==> src/sqd_pkg.sv <==
// shared types and fixed field widths for the shortest queue dispatcher
// no dependencies
package sqd_pkg;

    localparam int CUST_W   = 16;
    localparam int LEN_W    = 5;
    localparam int CHOSEN_W = 2;
    localparam int REPORTED = 3;
    localparam int OUT_W    = 72;

    typedef enum logic
    {
        CMD_ENQUEUE = 1'b0,
        CMD_SERVE   = 1'b1
    } cmd_t;

    typedef struct packed
    {
        logic push;
        logic pop;
    } q_ctrl_t;

endpackage

==> src/sqd_queue.sv <==
// one bounded fifo: storage, read and write pointers, fill counter, registered head read
// depends on sqd_pkg
module sqd_queue #(
    parameter int DEPTH = 16
) (
    input  logic                          clk,
    input  logic                          rst_n,
    input  sqd_pkg::q_ctrl_t              ctrl,
    input  logic [sqd_pkg::CUST_W-1:0]    din,
    output logic [$clog2(DEPTH+1)-1:0]    count,
    output logic [sqd_pkg::CUST_W-1:0]    head
);
    import sqd_pkg::*;

    localparam int PTR_W = $clog2(DEPTH);
    localparam int CNT_W = $clog2(DEPTH + 1);

    logic [CUST_W-1:0] mem [DEPTH];
    logic [PTR_W-1:0]  wr_ptr_reg;
    logic [PTR_W-1:0]  wr_ptr_next;
    logic [PTR_W-1:0]  rd_ptr_reg;
    logic [PTR_W-1:0]  rd_ptr_next;
    logic [CNT_W-1:0]  count_reg;
    logic [CNT_W-1:0]  count_next;
    logic [CUST_W-1:0] head_reg;

    always_comb
    begin
        wr_ptr_next = wr_ptr_reg;
        rd_ptr_next = rd_ptr_reg;
        count_next  = count_reg;
        if (ctrl.push)
        begin
            wr_ptr_next = (wr_ptr_reg == PTR_W'(DEPTH - 1)) ? '0 : wr_ptr_reg + 1'b1;
        end
        if (ctrl.pop)
        begin
            rd_ptr_next = (rd_ptr_reg == PTR_W'(DEPTH - 1)) ? '0 : rd_ptr_reg + 1'b1;
        end
        case ({ctrl.push, ctrl.pop})
            2'b10:   count_next = count_reg + 1'b1;
            2'b01:   count_next = count_reg - 1'b1;
            default: count_next = count_reg;
        endcase
    end

    always_ff @(posedge clk or negedge rst_n)
    begin
        if (!rst_n)
        begin
            wr_ptr_reg <= '0;
            rd_ptr_reg <= '0;
            count_reg  <= '0;
        end
        else
        begin
            wr_ptr_reg <= wr_ptr_next;
            rd_ptr_reg <= rd_ptr_next;
            count_reg  <= count_next;
        end
    end

    always_ff @(posedge clk)
    begin
        if (ctrl.push)
        begin
            mem[wr_ptr_reg] <= din;
        end
        if (ctrl.pop)
        begin
            head_reg <= mem[rd_ptr_reg];
        end
    end

    assign count = count_reg;
    assign head  = head_reg;

endmodule

==> src/sqd_select.sv <==
// picks the queue with the lowest fill count, lowest index on a tie
// depends on sqd_pkg
module sqd_select #(
    parameter int NUM_QUEUES = 3,
    parameter int CNT_W      = 5
) (
    input  logic [NUM_QUEUES-1:0][CNT_W-1:0] counts,
    output logic [$clog2(NUM_QUEUES)-1:0]    best
);
    import sqd_pkg::*;

    localparam int QIDX_W = $clog2(NUM_QUEUES);

    logic [QIDX_W-1:0] best_idx;
    logic [CNT_W-1:0]  best_cnt;

    always_comb
    begin
        best_idx = '0;
        best_cnt = counts[0];
        for (int q = 1; q < NUM_QUEUES; q++)
        begin
            if (counts[q] < best_cnt)
            begin
                best_idx = QIDX_W'(q);
                best_cnt = counts[q];
            end
        end
    end

    assign best = best_idx;

endmodule

==> src/shortest_queue_dispatcher.sv <==
// channel   | accept                        | payload
// s_axis    | s_axis_tvalid & s_axis_tready | tuser: cmd, tdata: customer
// m_axis    | m_axis_tvalid & m_axis_tready | tdata: choice, serve results, fill counts
//
// one beat is taken every clock while no result waits on m_axis; its result is registered and shown the cycle after
// the choice and every fifo pointer and counter update finish in that single cycle
// reset clears pointers, fill counts and the output valid; stored customers are not cleared
// s_axis_tready drops only while a result waits on m_axis
// top level of the shortest queue dispatcher
// depends on sqd_pkg, sqd_queue, sqd_select
module shortest_queue_dispatcher #(
    parameter int QUEUE_DEPTH = 16,
    parameter int NUM_QUEUES  = 3
) (
    input  logic                        clk,
    input  logic                        rst_n,
    input  logic                        s_axis_tvalid,
    output logic                        s_axis_tready,
    input  logic [15:0]                 s_axis_tdata,   // [15:0] customer
    input  logic                        s_axis_tuser,   // [0] cmd
    output logic                        m_axis_tvalid,
    input  logic                        m_axis_tready,
    // [1:0] chosen_queue, [2] accepted, [3] served_valid_a, [19:4] served_value_a,
    // [20] served_valid_b, [36:21] served_value_b, [37] served_valid_c,
    // [53:38] served_value_c, [58:54] length_a, [63:59] length_b, [68:64] length_c,
    // [71:69] zero
    output logic [sqd_pkg::OUT_W-1:0]   m_axis_tdata
);
    import sqd_pkg::*;

    localparam int CNT_W  = $clog2(QUEUE_DEPTH + 1);
    localparam int QIDX_W = $clog2(NUM_QUEUES);

    logic                                accept;
    logic                                enq;
    logic                                serve;
    logic [NUM_QUEUES-1:0][CNT_W-1:0]    counts;
    logic [NUM_QUEUES-1:0][CUST_W-1:0]   heads;
    logic [QIDX_W-1:0]                   best;
    logic                                best_full;
    q_ctrl_t [NUM_QUEUES-1:0]            ctrl;
    logic [NUM_QUEUES-1:0]               pops;

    logic                                m_valid_reg;
    logic                                m_valid_next;
    logic [CHOSEN_W-1:0]                 chosen_reg;
    logic                                accepted_reg;
    logic [NUM_QUEUES-1:0]               served_reg;

    logic [REPORTED-1:0]                 rep_valid;
    logic [REPORTED-1:0][CUST_W-1:0]     rep_value;
    logic [REPORTED-1:0][LEN_W-1:0]      rep_len;

    assign s_axis_tready = !m_valid_reg || m_axis_tready;
    assign accept        = s_axis_tvalid && s_axis_tready;
    assign enq           = accept && (cmd_t'(s_axis_tuser) == CMD_ENQUEUE);
    assign serve         = accept && (cmd_t'(s_axis_tuser) == CMD_SERVE);

    sqd_select #(
        .NUM_QUEUES (NUM_QUEUES),
        .CNT_W      (CNT_W)
    ) u_select (
        .counts (counts),
        .best   (best)
    );

    assign best_full = (counts[best] == CNT_W'(QUEUE_DEPTH));

    for (genvar q = 0; q < NUM_QUEUES; q++)
    begin : g_queue
        assign pops[q]      = serve && (counts[q] != '0);
        assign ctrl[q].pop  = pops[q];
        assign ctrl[q].push = enq && (best == QIDX_W'(q)) && !best_full;

        sqd_queue #(
            .DEPTH (QUEUE_DEPTH)
        ) u_queue (
            .clk   (clk),
            .rst_n (rst_n),
            .ctrl  (ctrl[q]),
            .din   (s_axis_tdata),
            .count (counts[q]),
            .head  (heads[q])
        );
    end

    always_comb
    begin
        m_valid_next = m_valid_reg;
        if (accept)
        begin
            m_valid_next = 1'b1;
        end
        else if (m_axis_tready)
        begin
            m_valid_next = 1'b0;
        end
    end

    always_ff @(posedge clk or negedge rst_n)
    begin
        if (!rst_n)
        begin
            m_valid_reg <= 1'b0;
        end
        else
        begin
            m_valid_reg <= m_valid_next;
        end
    end

    always_ff @(posedge clk)
    begin
        if (accept)
        begin
            chosen_reg   <= enq ? CHOSEN_W'(best) : '0;
            accepted_reg <= enq && !best_full;
            served_reg   <= pops;
        end
    end

    // counters and head registers only move on an accepted beat, so they hold this result
    for (genvar r = 0; r < REPORTED; r++)
    begin : g_report
        if (r < NUM_QUEUES)
        begin : g_present
            assign rep_valid[r] = served_reg[r];
            assign rep_value[r] = served_reg[r] ? heads[r] : '0;
            assign rep_len[r]   = LEN_W'(counts[r]);
        end
        else
        begin : g_absent
            assign rep_valid[r] = 1'b0;
            assign rep_value[r] = '0;
            assign rep_len[r]   = '0;
        end
    end

    assign m_axis_tvalid = m_valid_reg;
    assign m_axis_tdata  = {3'b000,
                            rep_len[2], rep_len[1], rep_len[0],
                            rep_value[2], rep_valid[2],
                            rep_value[1], rep_valid[1],
                            rep_value[0], rep_valid[0],
                            accepted_reg, chosen_reg};

endmodule

==> config.mk <==
export PLATFORM = sky130hd
export DESIGN_NAME = shortest_queue_dispatcher
export DESIGN_NICKNAME = d
export VERILOG_FILES = /design/src/sqd_pkg.sv /design/src/sqd_queue.sv /design/src/sqd_select.sv /design/src/shortest_queue_dispatcher.sv
export SDC_FILE = /design/constraint.sdc
export NUM_CORES = 1
export LEC_CHECK = 0
export ABC_CLOCK_PERIOD_IN_PS = 6550
export BUFFER_PORTS_ARGS = -buffer_cell sky130_fd_sc_hd__buf_2
export CAP_MARGIN = 10
export CORE_MARGIN = 10
export CORE_UTILIZATION = 40
export DETAILED_ROUTE_END_ITERATION = 8
export GPL_TIMING_DRIVEN = 0
export HOLD_SLACK_MARGIN = 0.02
export MAX_ROUTING_LAYER = met4
export SETUP_SLACK_MARGIN = 0.15
export SYNTH_ARGS = -nofsm -noshare
export SYNTH_HDL_FRONTEND = slang
export SYNTH_HIERARCHICAL = 1
export SYNTH_SLANG_ARGS = --single-unit
==> constraint.sdc <==
create_clock -name clk -period 6.55 [get_ports clk]
set_input_delay 0 -clock clk [delete_from_list [all_inputs] [get_ports clk]]
set_output_delay 0 -clock clk [all_outputs]
set_load 0.01 [all_outputs]
==> flow_metrics.env, run 1 <==
export IMPL_yosysSeqAreaShare_pct=76.0
export IMPL_grt_pass1_vias=17500
export IMPL_cp_data_arrival_time_ns=5.82
export IMPL_synthArstFlopShare_pct=4.64
export IMPL_status="complete, no violations"
export IMPL_startpoint_type="flip-flop"
export IMPL_use_met1_pct=21.4
export IMPL_nFillCells=6914
export IMPL_postCtsSetupRepairBufs=0
export IMPL_track_usage_pct=16.0
export IMPL_gp_congestion=0.802
export IMPL_design_area_mm2=0.0394
export IMPL_viasPerCell=5.36
export IMPL_power_density_mw_per_mm2=402
export IMPL_setup_violations_final=0
export IMPL_ioPinCount=95
export IMPL_hold_class="in -> reg"
export IMPL_synth_most_common_cell="edfxtp_1"
export IMPL_drv_slew=0
export IMPL_netlist_area_mm2=0.0338
export IMPL_final_net_count=1958
export IMPL_synth_commonest_cells="edfxtp_1, mux4_2, a22oi_1, nand2_1"
export IMPL_reg2reg_setup_slack_ns=1.06
export IMPL_clkLatencyLatePin_ns=0.64
export IMPL_post_drt_wl_per_cell_um=24.4
export IMPL_cts_resized_gates=0
export IMPL_drive_gt1_share_pct=28.2
export IMPL_max_slew_margin_rel_pct=22.8
export IMPL_synth_area_leaders="edfxtp_1, mux4_2, dfrtp_1"
export IMPL_leakage_nw=12.8
export IMPL_skew_ns=0.0262
export IMPL_ir_drop_uv=217
export IMPL_avgSynthCellArea_um2=20.3
export IMPL_synth_top_cell_by_area="edfxtp_1"
export IMPL_die_w_um=311
export IMPL_critPathCaptureType="flip-flop"
export IMPL_grt_use_met3_pct=2.62
export IMPL_final_hold_viol_count=0
export IMPL_yosysWarnings=6
export IMPL_yosysTopAreaCellShare_pct=73.0
export IMPL_io_buffers=91
export IMPL_start_util_pct=40.4
export IMPL_setup_worst_path_end="g_queue[1].u_queue/mem[3][1]"
export IMPL_worstSetupPathType="reg -> reg"
export IMPL_r2r_cells=17
export IMPL_synth_ff_type="edfxtp_1"
export IMPL_postRouteWirelength_um=75900
export IMPL_top_usage_layer="met2"
export IMPL_dieArea_mm2=0.0965
export IMPL_route_detailed_drc=0
export IMPL_regArea_mm2=0.0257
export IMPL_crit_start="g_queue[0].u_queue/count[2]"
export IMPL_drtPass1Iterations=5
export IMPL_ys_types=50
export IMPL_vias=16700
export IMPL_synth_seq_cells=862
export IMPL_clk_pin_slew_worst_paths_ns=0.06
export IMPL_layout_min_cycle_time_ns=5.49
export IMPL_synth_enable_flop_cells=822
export IMPL_num_rows=106
export IMPL_cts_root_buf="clkbuf_16"
export IMPL_die_height_um=311
export IMPL_critPathMaxFanout=10
export IMPL_power_mw=15.8
export IMPL_syn_inst=1663
export IMPL_antenna_left=0
export IMPL_area_delta_synth_final_pct=16.4
export IMPL_placed_cell_area_mm2=0.0365
export IMPL_worstReg2RegEnd="g_queue[1].u_queue/mem[3][1]"
export IMPL_crit_required_ns=6.88
export IMPL_drtIter0Drc=1587
export IMPL_gr_usage_met2_pct=25.5
export IMPL_grt_antenna_before_repair=1
export IMPL_fin_crit_sh_pct=83.9
export IMPL_cts_buffers=88
export IMPL_fp_coreArea_mm2=0.0837
export IMPL_grt_pass1_wl_um=114000
export IMPL_cts_tree="built"
export IMPL_rsz0062_at_grt="no"
export IMPL_grt_start_max_net_pins=49
export IMPL_grt_overflow_total=0
export IMPL_ctsHtreeMaxLevel=3
export IMPL_worst_slew_pin_slew_ns=1.16
export IMPL_ctsHoldBuffers=4
export IMPL_cap_violations=0
export IMPL_cts_buffer_depth=3
export IMPL_largest_reg_flops=768
export IMPL_r2r_start="g_queue[0].u_queue/count[2]"
export IMPL_cts_sinks=862
export IMPL_max_freq_mhz=182
export IMPL_multi_input_area_mm2=0.00775
export IMPL_dp_hpwl_um=47600
==> cell usage in the layout (no fill, tap or decap), types with 17 or more instances in the layout <==
| cell type | count |
|---|---|
| edfxtp_1 | 822 |
| a22oi_1 | 96 |
| dfrtp_1 | 40 |
| nand2_1 | 81 |
| nor2_2 | 40 |
| buf_8 | 36 |
| nand2b_1 | 19 |
| clkbuf_16 | 90 |
| o21ai_0 | 27 |
| mux4_2 | 192 |
| clkbuf_1 | 70 |
| inv_1 | 18 |
| buf_2 | 113 |
| a21oi_1 | 17 |
| and2_1 | 53 |
| ha_1 | 35 |
| buf_6 | 24 |
==> worst min-delay path by stage <==
stage / to / start / depth (start not counted)
6_report: g_queue[0].u_queue/mem[14][14] / s_axis_tdata[14] / 1
5_1_grt: g_queue[0].u_queue/mem[15][14] / s_axis_tdata[14] / 1
4_1_cts: g_queue[1].u_queue/mem[12][1] / s_axis_tdata[1] / 1
3_5_place_dp: m_axis_tvalid / s_axis_tvalid / 2
3_3_place_gp: m_axis_tvalid / s_axis_tvalid / 2
2_1_floorplan: g_queue[0].u_queue/count[0] / rst_n / 0
==> cell families after synthesis <==
group                    Yosys count  share of synthesized area [%]
AO/OA/AOI/OAI                    158                           3.19
XOR/XNOR                          24                          0.622
adder cells (fa/ha/maj)           35                           1.30
buffers and inverters            108                           1.59
flip-flops                       862                           76.0
multiplexers                     204                           13.2
other                              1                         0.0111
AND/OR/NAND/NOR                  271                           4.15
==> final cells by class <==
| type | instances | area share, % |
|---|---|---|
| timing repair buffer | 147 | 3.09 |
| multi-input combinational | 695 | 19.7 |
| clock inverter | 43 | 0.903 |
| sequential | 862 | 65.3 |
| inverter | 18 | 0.172 |
| buffer | 90 | 1.20 |
| tap | 1134 | 3.60 |
| clock buffer | 117 | 6.08 |
| antenna | 2 | 0.0127 |
==> worst max-delay path, stage by stage, from the launching register on <==
cell and delay (ns):
dfrtp_1 0.57, inv_1 0.09, ha_1 0.33, a211oi_2 0.28
nor2_2 0.10, nor3_4 0.30, mux2i_1 0.28, ha_1 0.29
a21oi_1 0.12, o21ai_0 0.11, o21a_1 0.30, nand2_1 0.09
nor2_1 0.05, nor4b_1 0.31, clkbuf_1 0.56, nand2_1 0.35
nor3_2 0.79, buf_6 0.24
==> stage by stage <==
| step | hold WS (ns) | setup TNS, ns | worst slack (ns) | utilization, % | std cells |
|---|---|---|---|---|---|
| after global routing | 0.0945 | 0 | 0.632 | 47.0 | 3106 |
| after global placement | 0.203 | -1.73 | -0.0593 | 42.6 | 2890 |
| after CTS | 0.0524 | 0 | 0.913 | 47.0 | 3104 |
| after detailed placement | 0.209 | 0 | 0.960 | 43.7 | 2940 |
| final | 0.0810 | 0 | 1.06 | 47.0 | 3108 |
| after floorplan | -0.296 | 0 | 1.73 | - | 1665 |
==> routing by layer <==
metal / part of all wire [%] / wire [um]
met5: 0 / 0
met4: 1.5 / 1140
met2: 49 / 37300
met1: 44 / 33100
met3: 5.7 / 4350
==> where the power goes <==
part	switching, mW	leakage [nW]	internal [mW]
registers	0.224	7.89	6.44
clock network	2.03	1.34	2.77
logic	2.50	3.61	1.86
total	4.75	12.8	11.1
(Power assumes the default switching activity.)
==> inputs of run 2 (changes only) <==
Settings changed: ABC_CLOCK_PERIOD_IN_PS 6550 to 5660.
Clock period 6.55 ns to 5.66 ns, I/O delays scaled along.
==> run 2 against run 1 <==
- routed wire length rose by 0.11%
- maximum frequency rose by 7.6%
- hold slack improved by 0.0038 ns
- clock power rose by 16%
- first-iteration DRC count fell by 2.6%
- cell count barely moved
- count of clock-buffer cells in the layout did not move
- total power rose by 16%
- largest cell class unchanged
- critical path type unchanged
- combinational power rose by 16%
- die area did not move
- critical endpoint is now g_queue[1].u_queue/count[2]
- design area barely moved
==> flow_metrics.env, run 2 (synthesis gave the netlist of run 1 again) <==
export IMPL_final_net_count=1958
export IMPL_clkLatencyLatePin_ns=0.64
export IMPL_r2r_cells=23
export IMPL_setup_slack_ns=0.557
export IMPL_max_slew_margin_rel_pct=23.0
export IMPL_drtIter0Drc=1545
export IMPL_rsz0062_at_grt="no"
export IMPL_cts_buffer_depth=3
export IMPL_final_cell_mix="edfxtp_1, mux4_2, buf_2"
export IMPL_die_height_um=311
export IMPL_ctsHtreeMaxLevel=3
export IMPL_cts_root_buf="clkbuf_16"
export IMPL_postCtsSetupRepairBufs=0
export IMPL_drive_gt1_share_pct=28.5
export IMPL_largest_reg_flops=768
export IMPL_worstSetupPathType="reg -> reg"
export IMPL_cap_violations=0
export IMPL_grt_start_max_net_pins=49
export IMPL_clk_pin_slew_worst_paths_ns=0.06
export IMPL_power_frac_clock_pct=30.3
export IMPL_critPathMaxFanout=11
export IMPL_final_common_cell="edfxtp_1"
export IMPL_dieArea_mm2=0.0965
export IMPL_cts_sinks=862
export IMPL_antenna_left=0
export IMPL_p_sw_share_pct=30.0
export IMPL_io_buffers=91
export IMPL_vias=16700
export IMPL_worst_slew_pin_slew_ns=1.16
export IMPL_cts_tree="built"
export IMPL_die_w_um=311
export IMPL_gp_congestion=0.802
export IMPL_start_util_pct=40.4
export IMPL_max_freq_mhz=196
export IMPL_skew_ns=0.0259
export IMPL_final_hold_viol_count=0
export IMPL_p_switching_mw=5.49
export IMPL_grt_pass1_vias=17500
export IMPL_cp_data_arrival_time_ns=5.61
export IMPL_power_density_mw_per_mm2=465
export IMPL_layout_min_cycle_time_ns=5.10
export IMPL_ir_drop_uv=250
export IMPL_startpoint_type="flip-flop"
export IMPL_critPathCaptureType="flip-flop"
export IMPL_status="complete, no violations"
export IMPL_leakage_nw=12.9
export IMPL_grt_pass1_wl_um=114000
export IMPL_final_cell_count_no_fill=3107
export IMPL_dpl_cell_count=2940
export IMPL_fp_coreArea_mm2=0.0837
export IMPL_track_usage_pct=16.0
export IMPL_combPwrFrac_pct=27.6
export IMPL_cts_buffers=88
export IMPL_power_mw=18.3
export IMPL_area_delta_synth_final_pct=16.5
export IMPL_grt_overflow_total=0
export IMPL_drv_slew=0
export IMPL_viasPerCell=5.37
export IMPL_dp_hpwl_um=47600
export IMPL_p_seq_share_pct=42.1
export IMPL_postRouteWirelength_um=76000
export IMPL_hold_depth=1
export IMPL_crit_required_ns=6.17
export IMPL_hold_class="in -> reg"
export IMPL_drtPass1Iterations=5
export IMPL_pre_cts_ws_ns=0.0705
export IMPL_intPower_mw=12.8
export IMPL_post_drt_wl_per_cell_um=24.5
export IMPL_setup_violations_final=0
export IMPL_ioPinCount=95
export IMPL_grt_antenna_before_repair=1
export IMPL_fin_crit_sh_pct=90.2
export IMPL_final_core_util_pct=47.0
export IMPL_route_detailed_drc=0
export IMPL_num_rows=106
## run 2: cell count changes in the layout (fill, tap and decap cells not counted)
cell	change
dfrtp_2	+1
nor3_4	+1
a211oi_1	-1
diode_2	-1
clkbuf_1	-3
dfrtp_1	-1
clkbuf_2	+3
a211oi_2	+1
nor3_2	-1
## run 2: critical path, stage by stage (launching register included)
cell and delay [ns]:
dfrtp_1 0.57, inv_1 0.09, ha_1 0.22, a211oi_2 0.30, nor2_2 0.10, nor3_4 0.30, mux2i_1 0.29, ha_1 0.29
a21oi_1 0.12, o21ai_0 0.13, o21a_1 0.30, nand2_1 0.09, nor2_1 0.05, nor4b_1 0.30, clkbuf_2 0.36, inv_1 0.11
ha_1 0.21, clkbuf_1 0.19, xor2_1 0.20, ha_1 0.23, a21oi_1 0.16, xor2_1 0.16, nor2_1 0.06, xor2_1 0.15
## run 2: cell type report
type	count	area (um2)
inverter	18	67.6
clock inverter	43	355
fill	6910	44300
tap	1134	1420
sequential	862	25700
clock buffer	117	2390
multi-input combinational	695	7760
timing repair buffer	147	1220
buffer	90	474
antenna	1	2.50
## run 2: stage by stage
| stage | hold WS [ns] | instance area, um2 | setup TNS (ns) |
|---|---|---|---|
| floorplan | -0.296 | 33800 | 0 |
| global placement | 0.203 | 35700 | -157.84 |
| detailed placement | 0.209 | 36500 | 0 |
| CTS | 0.0524 | 39300 | 0 |
| global route | 0.0945 | 39400 | 0 |
| finish | 0.0848 | 39400 | 0 |
## run 2: what timing repair did
| action | 4_1_cts | 5_1_grt |
|---|---|---|
| hold endpoints to repair | 57 | 20 |
| hold buffers | 4 | 1 |
| setup endpoints to repair | 7 | 202 |
| resized for setup | 1 | 8 |
## run 2: metal layers
metal | part of all wire, % | track usage [%]
met3 | 5.4 | 2.62
met1 | 44 | 21.4
met4 | 1.5 | 3.98
met5 | 0 | -
met2 | 49 | 25.5
## run 2: power by group through the flow
stage / logic (mW) / clock network [mW] / registers [mW]
finish: 5.06 / 5.54 / 7.71
global route: 5.48 / 5.96 / 7.76
CTS: 5.13 / 5.70 / 7.71
detailed placement: 5.10 / 0 / 7.84
global placement: 4.94 / 0 / 7.83
floorplan: 3.41 / 0 / 7.79
## run 2: final timing paths
check	start	to	slack [ns]
min reg2reg	g_queue[2].u_queue/count[4]	g_queue[2].u_queue/count[4]	0.55
min	s_axis_tdata[13]	g_queue[0].u_queue/mem[8][13]	0.08
min in group asynchronous	rst_n	g_queue[2].u_queue/count[1]	0.45
max	g_queue[0].u_queue/count[1]	g_queue[1].u_queue/count[2]	0.56
max reg2reg	g_queue[0].u_queue/count[1]	g_queue[1].u_queue/count[2]	0.56
max in group asynchronous	rst_n	g_queue[0].u_queue/rd_ptr_reg[3]	4.63
==> inputs of run 3 (changes only) <==
Settings changed: PLACE_DENSITY set to 0.51.
==> run 3 against run 2 <==
- sequential share of layout area is 0.74 points lower
- non-clock buffer count grew 3
- clock skew about the same
- routed wire length increased by 4.7%
- critical endpoint is now g_queue[2].u_queue/count[2]
==> flow_metrics.env, run 3 (synthesis gave the netlist of run 1 again) <==
export IMPL_status="complete, no violations"
export IMPL_cap_violations=0
export IMPL_track_usage_pct=16.8
export IMPL_power_mw=18.7
export IMPL_design_area_mm2=0.0398
export IMPL_grt_antenna_before_repair=2
export IMPL_hold_class="in -> reg"
export IMPL_die_height_um=311
export IMPL_worstSetupPathType="reg -> reg"
export IMPL_tns_ns=0
export IMPL_grt_pass1_wl_um=118000
export IMPL_final_cell_mix="edfxtp_1, mux4_2, buf_2"
export IMPL_cts_root_buf="clkbuf_16"
export IMPL_whs_ns=0.0848
export IMPL_crit_required_ns=6.16
export IMPL_cts_buffers=90
export IMPL_area_delta_synth_final_pct=17.8
export IMPL_critPathCaptureType="flip-flop"
export IMPL_fin_crit_sh_pct=88.6
export IMPL_worst_slew_pin_slew_ns=1.09
export IMPL_cts_buffer_depth=3
export IMPL_layout_min_cycle_time_ns=5.02
export IMPL_ioPinCount=95
export IMPL_dieArea_mm2=0.0965
export IMPL_start_util_pct=40.4
export IMPL_post_drt_wl_per_cell_um=25.5
export IMPL_grt_start_max_net_pins=49
export IMPL_clk_pin_slew_worst_paths_ns=0.06
export IMPL_drtIter0Drc=1336
export IMPL_die_w_um=311
export IMPL_power_frac_clock_pct=31.6
export IMPL_gp_congestion=0.780
export IMPL_postRouteWirelength_um=79600
export IMPL_final_net_count=1963
export IMPL_grt_overflow_total=0
export IMPL_critPathMaxFanout=10
export IMPL_p_seq_share_pct=41.2
export IMPL_dpl_cell_count=2943
export IMPL_startpoint_type="flip-flop"
export IMPL_grt_pass1_vias=17600
export IMPL_p_sw_share_pct=29.9
export IMPL_p_switching_mw=5.61
export IMPL_route_detailed_drc=0
export IMPL_io_buffers=91
export IMPL_intPower_mw=13.1
export IMPL_antenna_left=0
export IMPL_max_freq_mhz=199
export IMPL_cts_sinks=862
export IMPL_power_density_mw_per_mm2=471
export IMPL_rsz0062_at_grt="yes"
export IMPL_viasPerCell=5.35
export IMPL_drv_slew=0
export IMPL_num_rows=106
export IMPL_ir_drop_uv=235
export IMPL_final_cell_count_no_fill=3115
export IMPL_final_common_cell="edfxtp_1"
export IMPL_vias=16700
export IMPL_drtPass1Iterations=5
export IMPL_largest_reg_flops=768
export IMPL_ctsHtreeMaxLevel=3
export IMPL_final_hold_viol_count=0
export IMPL_leakage_nw=13.0
export IMPL_fp_coreArea_mm2=0.0837
export IMPL_skew_ns=0.0260
export IMPL_reg2reg_setup_slack_ns=0.64
export IMPL_max_slew_margin_rel_pct=27.1
export IMPL_cts_tree="built"
export IMPL_drive_gt1_share_pct=29.1
export IMPL_dp_hpwl_um=50900
export IMPL_setup_violations_final=0
export IMPL_cp_data_arrival_time_ns=5.52
export IMPL_combPwrFrac_pct=27.2
export IMPL_placed_cell_area_mm2=0.0367
export IMPL_clkLatencyLatePin_ns=0.64
## run 3: repair_timing
item                       4_1_cts  5_1_grt
resized for setup                1       14
hold endpoints to repair        50       21
hold buffers                     4        1
buffers inserted                 0        0
setup endpoints to repair        6      248
## run 3: cell type report
class | instances | area [um2]
antenna | 2 | 5.00
buffer | 90 | 474
clock buffer | 116 | 2480
clock inverter | 48 | 494
fill | 6920 | 43900
inverter | 18 | 67.6
multi-input combinational | 695 | 7790
sequential | 862 | 25700
tap | 1134 | 1420
timing repair buffer | 150 | 1410
## run 3: final timing paths
| path | depth (start not counted) | end | startpoint |
|---|---|---|---|
| max reg2reg | 23 | g_queue[2].u_queue/count[2] | g_queue[0].u_queue/count[2] |
| max | 23 | g_queue[2].u_queue/count[2] | g_queue[0].u_queue/count[2] |
| min reg2reg | 1 | g_queue[0].u_queue/rd_ptr_reg[3] | g_queue[0].u_queue/rd_ptr_reg[3] |
| max in group asynchronous | 4 | g_queue[0].u_queue/rd_ptr_reg[2] | rst_n |
| min | 1 | g_queue[1].u_queue/mem[12][1] | s_axis_tdata[1] |
| min in group asynchronous | 3 | g_queue[2].u_queue/count[3] | rst_n |
## run 3: routing by layer
metal / track usage (%) / vias up / part of all wire, %
met3: 2.93 / 127 / 5.2
met5: - / - / 0
met4: 4.71 / 0 / 2.4
met1: 22.5 / 8839 / 44
met2: 26.5 / 411 / 48
li1: - / 7287 / -
## run 3: through the flow
| step | worst slack [ns] | utilization [%] |
|---|---|---|
| finish | 0.643 | 47.6 |
| global route | 0.110 | 47.6 |
| CTS | 0.178 | 47.5 |
| detailed placement | 0.224 | 43.9 |
| global placement | -1.16 | 42.6 |
| floorplan | 0.844 | - |
## run 3: critical path, stage by stage (launching register included)
cell      delay [ns]
dfrtp_2         0.48
inv_1           0.07
ha_1            0.32
a211oi_2        0.27
nor2_2          0.10
nor3_4          0.32
mux2i_1         0.16
ha_1            0.31
a21oi_1         0.06
o21ai_0         0.27
o21a_1          0.32
or2b_1          0.16
nor2_1          0.04
nor4b_1         0.22
clkbuf_2        0.31
inv_1           0.11
ha_1            0.21
clkbuf_1        0.19
xor2_1          0.20
ha_1            0.22
a21oi_1         0.15
xor2_1          0.16
nor2_1          0.06
xor2_1          0.15
## run 3: power by group through the flow
stage / Sequential (mW) / Clock, mW / Combinational (mW)
finish: 7.73 / 5.92 / 5.10
global route: 7.77 / 6.32 / 5.59
CTS: 7.73 / 6.07 / 5.20
detailed placement: 7.86 / 0 / 5.17
global placement: 7.85 / 0 / 5.02
floorplan: 7.79 / 0 / 3.41
